<file path="config.mk">
export PLATFORM = sky130hd
export DESIGN_NAME = sledm_bank
export DESIGN_NICKNAME = d
export VERILOG_FILES = /design/src/hdl/sledm_pkg.sv /design/src/hdl/sledm_bank.sv
export SDC_FILE = /design/constraint.sdc
export NUM_CORES = 1
export LEC_CHECK = 0
export BUFFER_PORTS_ARGS = -buffer_cell sky130_fd_sc_hd__buf_2
export CORE_MARGIN = 5
export CORE_UTILIZATION = 50
export DETAILED_ROUTE_END_ITERATION = 7
export GPL_ROUTABILITY_DRIVEN = 0
export PLACE_DENSITY = 0.73
export SYNTH_ARGS = -nofsm -noshare
export SYNTH_HDL_FRONTEND = slang
export SYNTH_SLANG_ARGS = --single-unit
</file>
<file path="constraint.sdc">
create_clock -name aclk -period 5.3 [get_ports aclk]
set_input_delay 0.53 -clock aclk [delete_from_list [all_inputs] [get_ports aclk]]
set_output_delay 0.53 -clock aclk [all_outputs]
set_load 0.01 [all_outputs]
</file>
<file path="src/hdl/sledm_pkg.sv">
// ----------------------------------------------------------------------------
// sledm_pkg
// Shared types, codes and lane helpers for the sized little-endian data memory.
// ----------------------------------------------------------------------------
`default_nettype none

package sledm_pkg;

    localparam int WORD_W   = 64;
    localparam int WORD_BYTES = WORD_W / 8;

    typedef logic [WORD_W-1:0] word_t;

    // operation codes
    localparam logic OP_LOAD  = 1'b0;
    localparam logic OP_STORE = 1'b1;

    // access size codes (bytes as a power of two)
    localparam logic [1:0] SZ_BYTE  = 2'd0;
    localparam logic [1:0] SZ_HALF  = 2'd1;
    localparam logic [1:0] SZ_WORD  = 2'd2;
    localparam logic [1:0] SZ_DWORD = 2'd3;

    // byte lane enables of one access, lowest byte in bit 0
    function automatic logic [WORD_BYTES-1:0] size_lanes(input logic [1:0] size);
        logic [WORD_BYTES-1:0] lanes;
        case (size)
            SZ_BYTE:  lanes = 8'h01;
            SZ_HALF:  lanes = 8'h03;
            SZ_WORD:  lanes = 8'h0F;
            SZ_DWORD: lanes = 8'hFF;
            default:  lanes = 8'h00;
        endcase
        return lanes;
    endfunction

    // widen a 16-lane enable into a 128-bit bit mask
    function automatic logic [2*WORD_W-1:0] lanes_to_bits(input logic [2*WORD_BYTES-1:0] lanes);
        logic [2*WORD_W-1:0] bits;
        for (int i = 0; i < 2*WORD_BYTES; i++) begin
            bits[8*i +: 8] = {8{lanes[i]}};
        end
        return bits;
    endfunction

endpackage

`default_nettype wire

</file>
<file path="src/hdl/sledm_bank.sv">
// ----------------------------------------------------------------------------
// sledm_bank
// One bank of 64-bit rows: synchronous read with registered data, one write.
// ----------------------------------------------------------------------------
`default_nettype none

module sledm_bank #(
    parameter int ROWS  = 2,
    parameter int ROW_W = 1
) (
    input  wire                     aclk,
    input  wire                     rd_en,
    input  wire  [ROW_W-1:0]        rd_addr,
    output logic [sledm_pkg::WORD_W-1:0] rd_data,
    input  wire                     wr_en,
    input  wire  [ROW_W-1:0]        wr_addr,
    input  wire  [sledm_pkg::WORD_W-1:0] wr_data
);
    import sledm_pkg::*;

    word_t mem [ROWS];
    word_t rd_data_reg;

    always_ff @(posedge aclk) begin
        if (wr_en) begin
            mem[wr_addr] <= wr_data;
        end
        if (rd_en) begin
            rd_data_reg <= mem[rd_addr];
        end
    end

    assign rd_data = rd_data_reg;

endmodule

`default_nettype wire

</file>
==> results.yml, run 1 <==
timing:
  rsz0062_at_grt: "false"
  max_freq_ghz: 0.5335
  hold_viol: 0
  finalCriticalPeriod_ns: 1.874
  drv_slew: 0
  hold_ws_ns: 0.2987
  slew_headroom_pct: 21.17
  finalClockSkew_ns: 0.006541
  worstMarginPinSlew_ns: 1.182
  min_period_over_period_pct: 35.37
  tns_ns: 0
  setup_viol_count_final: 0
yosys:
  ys_ff_latch: 192
  ys_warn_count: 0
  syn-num-nets: 334
  ys_types: 7
  syn_inst: 265
  yosys-top-cells-area: "edfxtp_1 (84%), mux2_4 (13%), buf_12 (1.8%)"
  synth_top_area_share_pct: 84.10
  ys_seq_area_share_pct: 84.10
  netlist_area_mm2: 0.006855
  yosysTopAreaCell: "edfxtp_1"
  syn_area_per_cell_um2: 25.87
grt:
  grt.total_usage_pct: 13.20
  antenna_found_initial: 0
  grt_pass1_wl_um: 15800
  grt_overflow: 0
  first_global_vias: 2968
  grt_max_degree: 65
run:
  maxCapViolCount: 0
layout:
  largest_reg_flops: 128
  drive_above_1_share_pct: 53.43
  seqCellArea_mm2: 0.005766
  syn_to_final_growth_pct: 19.04
  final_cell_mix: "edfxtp_1 (192), buf_2 (130), mux2_4 (60)"
  final_common_cell: "edfxtp_1"
  fillers: 978
  multi_input_area_um2: 968.4
  final_nets: 479
critical_path:
  critical_path.max_fanout: 37
  crit_family: "simple AND/OR/NAND/NOR gates"
  crit_chain: "buf_2 -> nor2b_4 -> buf_4"
  cp-start-kind: "input pin"
  critPathSlowestCell: "nor2b_4"
  critPathCaptureType: "register"
  slowest_delay_ns: 0.70
  path_buf_inv: 2
  path_class: "input pin to register"
  worstPathArrival_ns: 1.93
  required_ns: 5.35
clocking:
  clk_pin_slew_ns: 0.06
  htree_num_levels: 4
  cts_setup_buffers: 0
  clk_latency_ns: 0.42
  cts_buffers: 17
  cts_tree: "done"
  cts_resized: 0
  cts_sinks: 192
  clock_path_buffers: 2
  root_buffer: "clkbuf_16"
  hold_buffers: 0
die:
  die-area_mm2: 0.01615
  initial_core_util_pct: 51.36
  coreArea_mm2: 0.01335
  io_pins: 133
  fp.dieH_um: 127.1
  placementRows: 42
  die_width_um: 127.1
placement:
  io_buffers: 132
  dpl.hpwl_um: 6333
route:
  drt_first_pass_iters: 4
  vias: 2853
  drc: 0
  vias_per_cell: 4.755
  ant_nets: 0
  wl_per_cell_um: 17.05
  wl_um: 10230
  drt_iter0_drc: 151
power:
  power-per-cell-area_mw_per_mm2: 387.7
  leakagePower_nw: 3.129
  vdd_drop_max_mv: 0.2477
outcome:
  status: "finished, final reports clean"
min_path:
  min_path_type: "input pin to register"
## power by group
group	switching [mW]	leakage [nW]	total, mW	internal [mW]
combinational	0.0995	1.05	0.207	0.107
clock	0.498	0.255	1.14	0.637
sequential	0.0259	1.83	1.82	1.80
## cell usage after synthesis
cell	n
edfxtp_1	192
mux2_2	4
and2_1	1
mux2_4	60
buf_12	6
buf_6	1
nor2b_1	1
## metrics by stage
stage | utilization [%] | worst slack [ns] | cell area (µm²) | power [mW] | cells
after floorplan | - | 1.413 | 6855 | 1.976 | 265
after global placement | 57.14 | 3.008 | 7627 | 2.057 | 567
after detailed placement | 57.14 | 2.940 | 7627 | 2.067 | 567
after CTS | 61.12 | 3.385 | 8158 | 3.198 | 599
after global routing | 61.12 | 3.320 | 8158 | 3.290 | 599
final | 61.14 | 3.426 | 8160 | 3.164 | 600
## metal layers
metal  track usage [%]  up-vias  wire [µm]  share of wire, %
li1                  -     1354          -                 -
met3             6.010       12        855               8.4
met2             21.17       93       5109                50
met5                 0        -          0                 0
met1             15.70     1394       4124                40
met4             5.110        0        142               1.4
## final cells by class
class	instances	share of cell area [%]
flip-flops and latches	192	70.65
multi-input cells	66	11.87
repair buffers	133	8.249
clock buffers	19	5.305
well taps	176	2.699
clock inverters	13	1.196
diodes	1	0.03067
## final timing paths
kind | from | endpoint | slack [ns] | depth (start not counted)
max | wr_en | mem[0][59] | 3.43 | 3
min | wr_data[8] | mem[1][8] | 0.30 | 1
max reg2reg | mem[0][48] | rd_data[48] | 4.40 | 1
min reg2reg | mem[0][36] | rd_data[36] | 0.54 | 1
## cell families (layout without fill, tap and decap cells)
logic type	Yosys count	count (layout)	synth area share (%)
mux	64	64	13.80
other cells	0	1	0
simple gates	2	2	0.1826
flops	192	192	84.10
buf+inv	7	165	1.916
Power figures use the tool's default switching activity.
==> run 2, diff against run 1 <==
==> constraint.sdc (replaced) <==
create_clock -name aclk -period 1.76 [get_ports aclk]
set_input_delay 0.176 -clock aclk [delete_from_list [all_inputs] [get_ports aclk]]
set_output_delay 0.176 -clock aclk [all_outputs]
set_load 0.01 [all_outputs]
==> run 2 against run 1 <==
- critical path depth decreased by 2
- sequential cell count unchanged
- total power increased to 3.1 times the previous value
- clock power increased to 3.1 times the previous value
- utilization increased by 5.7 points
- first-iteration DRC count decreased by 4.0%
- largest cell class unchanged
- clock skew decreased by 0.0015 ns
==> results.yml, run 2 (same netlist as run 1, synthesis figures left out) <==
timing:
  drv_slew: 0
  rsz0062_at_grt: "false"
  hold_ws_ns: 0.05831
  min_period_over_period_pct: 65.28
  slew_headroom_pct: 75.30
  max_freq_ghz: 0.8704
  worstMarginPinSlew_ns: 0.3704
  tns_ns: 0
  hold_viol: 0
  finalClockSkew_ns: 0.005032
  setup_viol_count_final: 0
  finalWorstSetupSlack_ns: 0.6111
  finalCriticalPeriod_ns: 1.149
power:
  seq_power_share_pct: 55.8
  power-per-cell-area_mw_per_mm2: 1102
  clkPwrFrac_pct: 36.5
  vdd_drop_max_mv: 0.6667
  leakagePower_nw: 3.446
  switching_share_pct: 19.62
  p_switching_mw: 1.928
  p_comb_share_pct: 7.7
  p_int_mw: 7.901
layout:
  largest_reg_flops: 128
  final_common_cell: "edfxtp_1"
  fillers: 899
  syn_to_final_growth_pct: 30.17
  final_nets: 548
  final_cell_mix: "edfxtp_1 (192), buf_2 (130), dlygate4sd3_1 (64)"
  fin_cells: 668
  drive_above_1_share_pct: 46.64
clocking:
  clk_latency_ns: 0.42
  clock_path_buffers: 2
  htree_num_levels: 4
  cts_buffers: 17
  root_buffer: "clkbuf_16"
  cts_tree: "done"
  cts_resized: 0
  clk_pin_slew_ns: 0.06
  cts_sinks: 192
  cts_setup_buffers: 0
critical_path:
  r2r_cells: 1
  slowest_delay_ns: 0.40
  required_ns: 1.58
  crit_family: "flip-flops"
  path_buf_inv: 1
  r2r_slack_ns: 0.85
  cp-start-kind: "register"
  critical_path.max_fanout: 1
  path_class: "register to output port"
  worstPathArrival_ns: 0.97
  r2r-end: "rd_data[33]"
  crit_chain: "buf_2"
  critPathSlowestCell: "edfxtp_1"
  worstReg2RegStart: "mem[0][33]"
  critPathCaptureType: "output port"
grt:
  grt.total_usage_pct: 14.73
  first_global_vias: 3359
  antenna_found_initial: 0
  grt_pass1_wl_um: 17740
  grt_overflow: 0
  grt_max_degree: 65
die:
  coreArea_mm2: 0.01335
  fp.dieH_um: 127.1
  initial_core_util_pct: 51.36
  die_width_um: 127.1
  placementRows: 42
  io_pins: 133
  die-area_mm2: 0.01615
run:
  maxCapViolCount: 0
placement:
  place_inst: 572
  dp_slack_ns: 0.5306
  dpl.hpwl_um: 6441
  io_buffers: 132
route:
  drc: 0
  wl_um: 11230
  vias_per_cell: 4.711
  vias: 3147
  wl_per_cell_um: 16.81
  drt_first_pass_iters: 4
  drt_iter0_drc: 145
  ant_nets: 0
min_path:
  holdCritStartpoint: "rd_en"
  min_path_cells: 1
  min_path_type: "input pin to register"
  holdPathEnd: "rd_data[7]"
outcome:
  status: "finished, final reports clean"
-- run 2: cell types whose count changed in the layout (fill, tap and decap cells not counted) --
| cell | delta |
|---|---|
| buf_12 | +5 |
| bufinv_16 | +1 |
| clkinv_1 | +1 |
| clkinv_2 | -4 |
| clkinv_4 | +1 |
| dlygate4sd3_1 | +64 |
-- run 2: cell type report --
| class | count | area (µm²) | share of cell area, % |
|---|---|---|---|
| Antenna cell | 1 | 2.502 | 0.02804 |
| Tap cell | 176 | 220.2 | 2.468 |
| Timing Repair Buffer | 202 | 1414 | 15.84 |
| Sequential cell | 192 | 5766 | 64.61 |
| Clock inverter | 12 | 120.1 | 1.346 |
| Multi-Input combinational cell | 66 | 968.4 | 10.85 |
| Clock buffer | 19 | 432.9 | 4.851 |
-- run 2: per-stage QoR --
step | cell area (µm²) | total power, mW | utilization, %
floorplan | 6864 | 5.946 | -
detailed placement | 7727 | 6.242 | 57.89
CTS | 8921 | 9.913 | 66.84
global route | 8921 | 10.22 | 66.84
finish | 8924 | 9.829 | 66.85
global placement | 7727 | 6.209 | 57.89
-- run 2: worst max path at each step --
stage / slack, ns / startpoint / to / cells past startpoint
3_3_place_gp: 0.56 / rd_addr / rd_data[61] / 3
6_report: 0.61 / rd_data[34] / rd_data[34] / 1
2_1_floorplan: 0.18 / wr_en / mem[0][0] / 1
4_1_cts: 0.59 / rd_data[52] / rd_data[52] / 1
5_1_grt: 0.57 / rd_data[34] / rd_data[34] / 1
3_5_place_dp: 0.53 / rd_addr / rd_data[61] / 3
-- run 2: what timing repair did --
action | in CTS | in global routing
hold buffers | 64 | 0
setup endpoints to repair | 0 | 0
hold endpoints to repair | 128 | 0
-- run 2: metal layers --
layer  wire, µm  track usage, %  part of all wire (%)  vias to the layer above
li1           -               -                     -                     1498
met1       4345           17.11                    39                     1537
met2       5955           24.81                    53                       94
met3        690           4.758                   6.1                       18
met4        240           7.129                   2.1                        0
met5          0               0                     0                        -
-- run 2: power groups by stage --
stage / clock, mW / sequential, mW / combinational, mW
floorplan: 0 / 5.63 / 0.316
global placement: 0 / 5.57 / 0.641
detailed placement: 0 / 5.58 / 0.658
CTS: 3.65 / 5.49 / 0.772
global route: 3.89 / 5.52 / 0.815
finish: 3.58 / 5.49 / 0.761
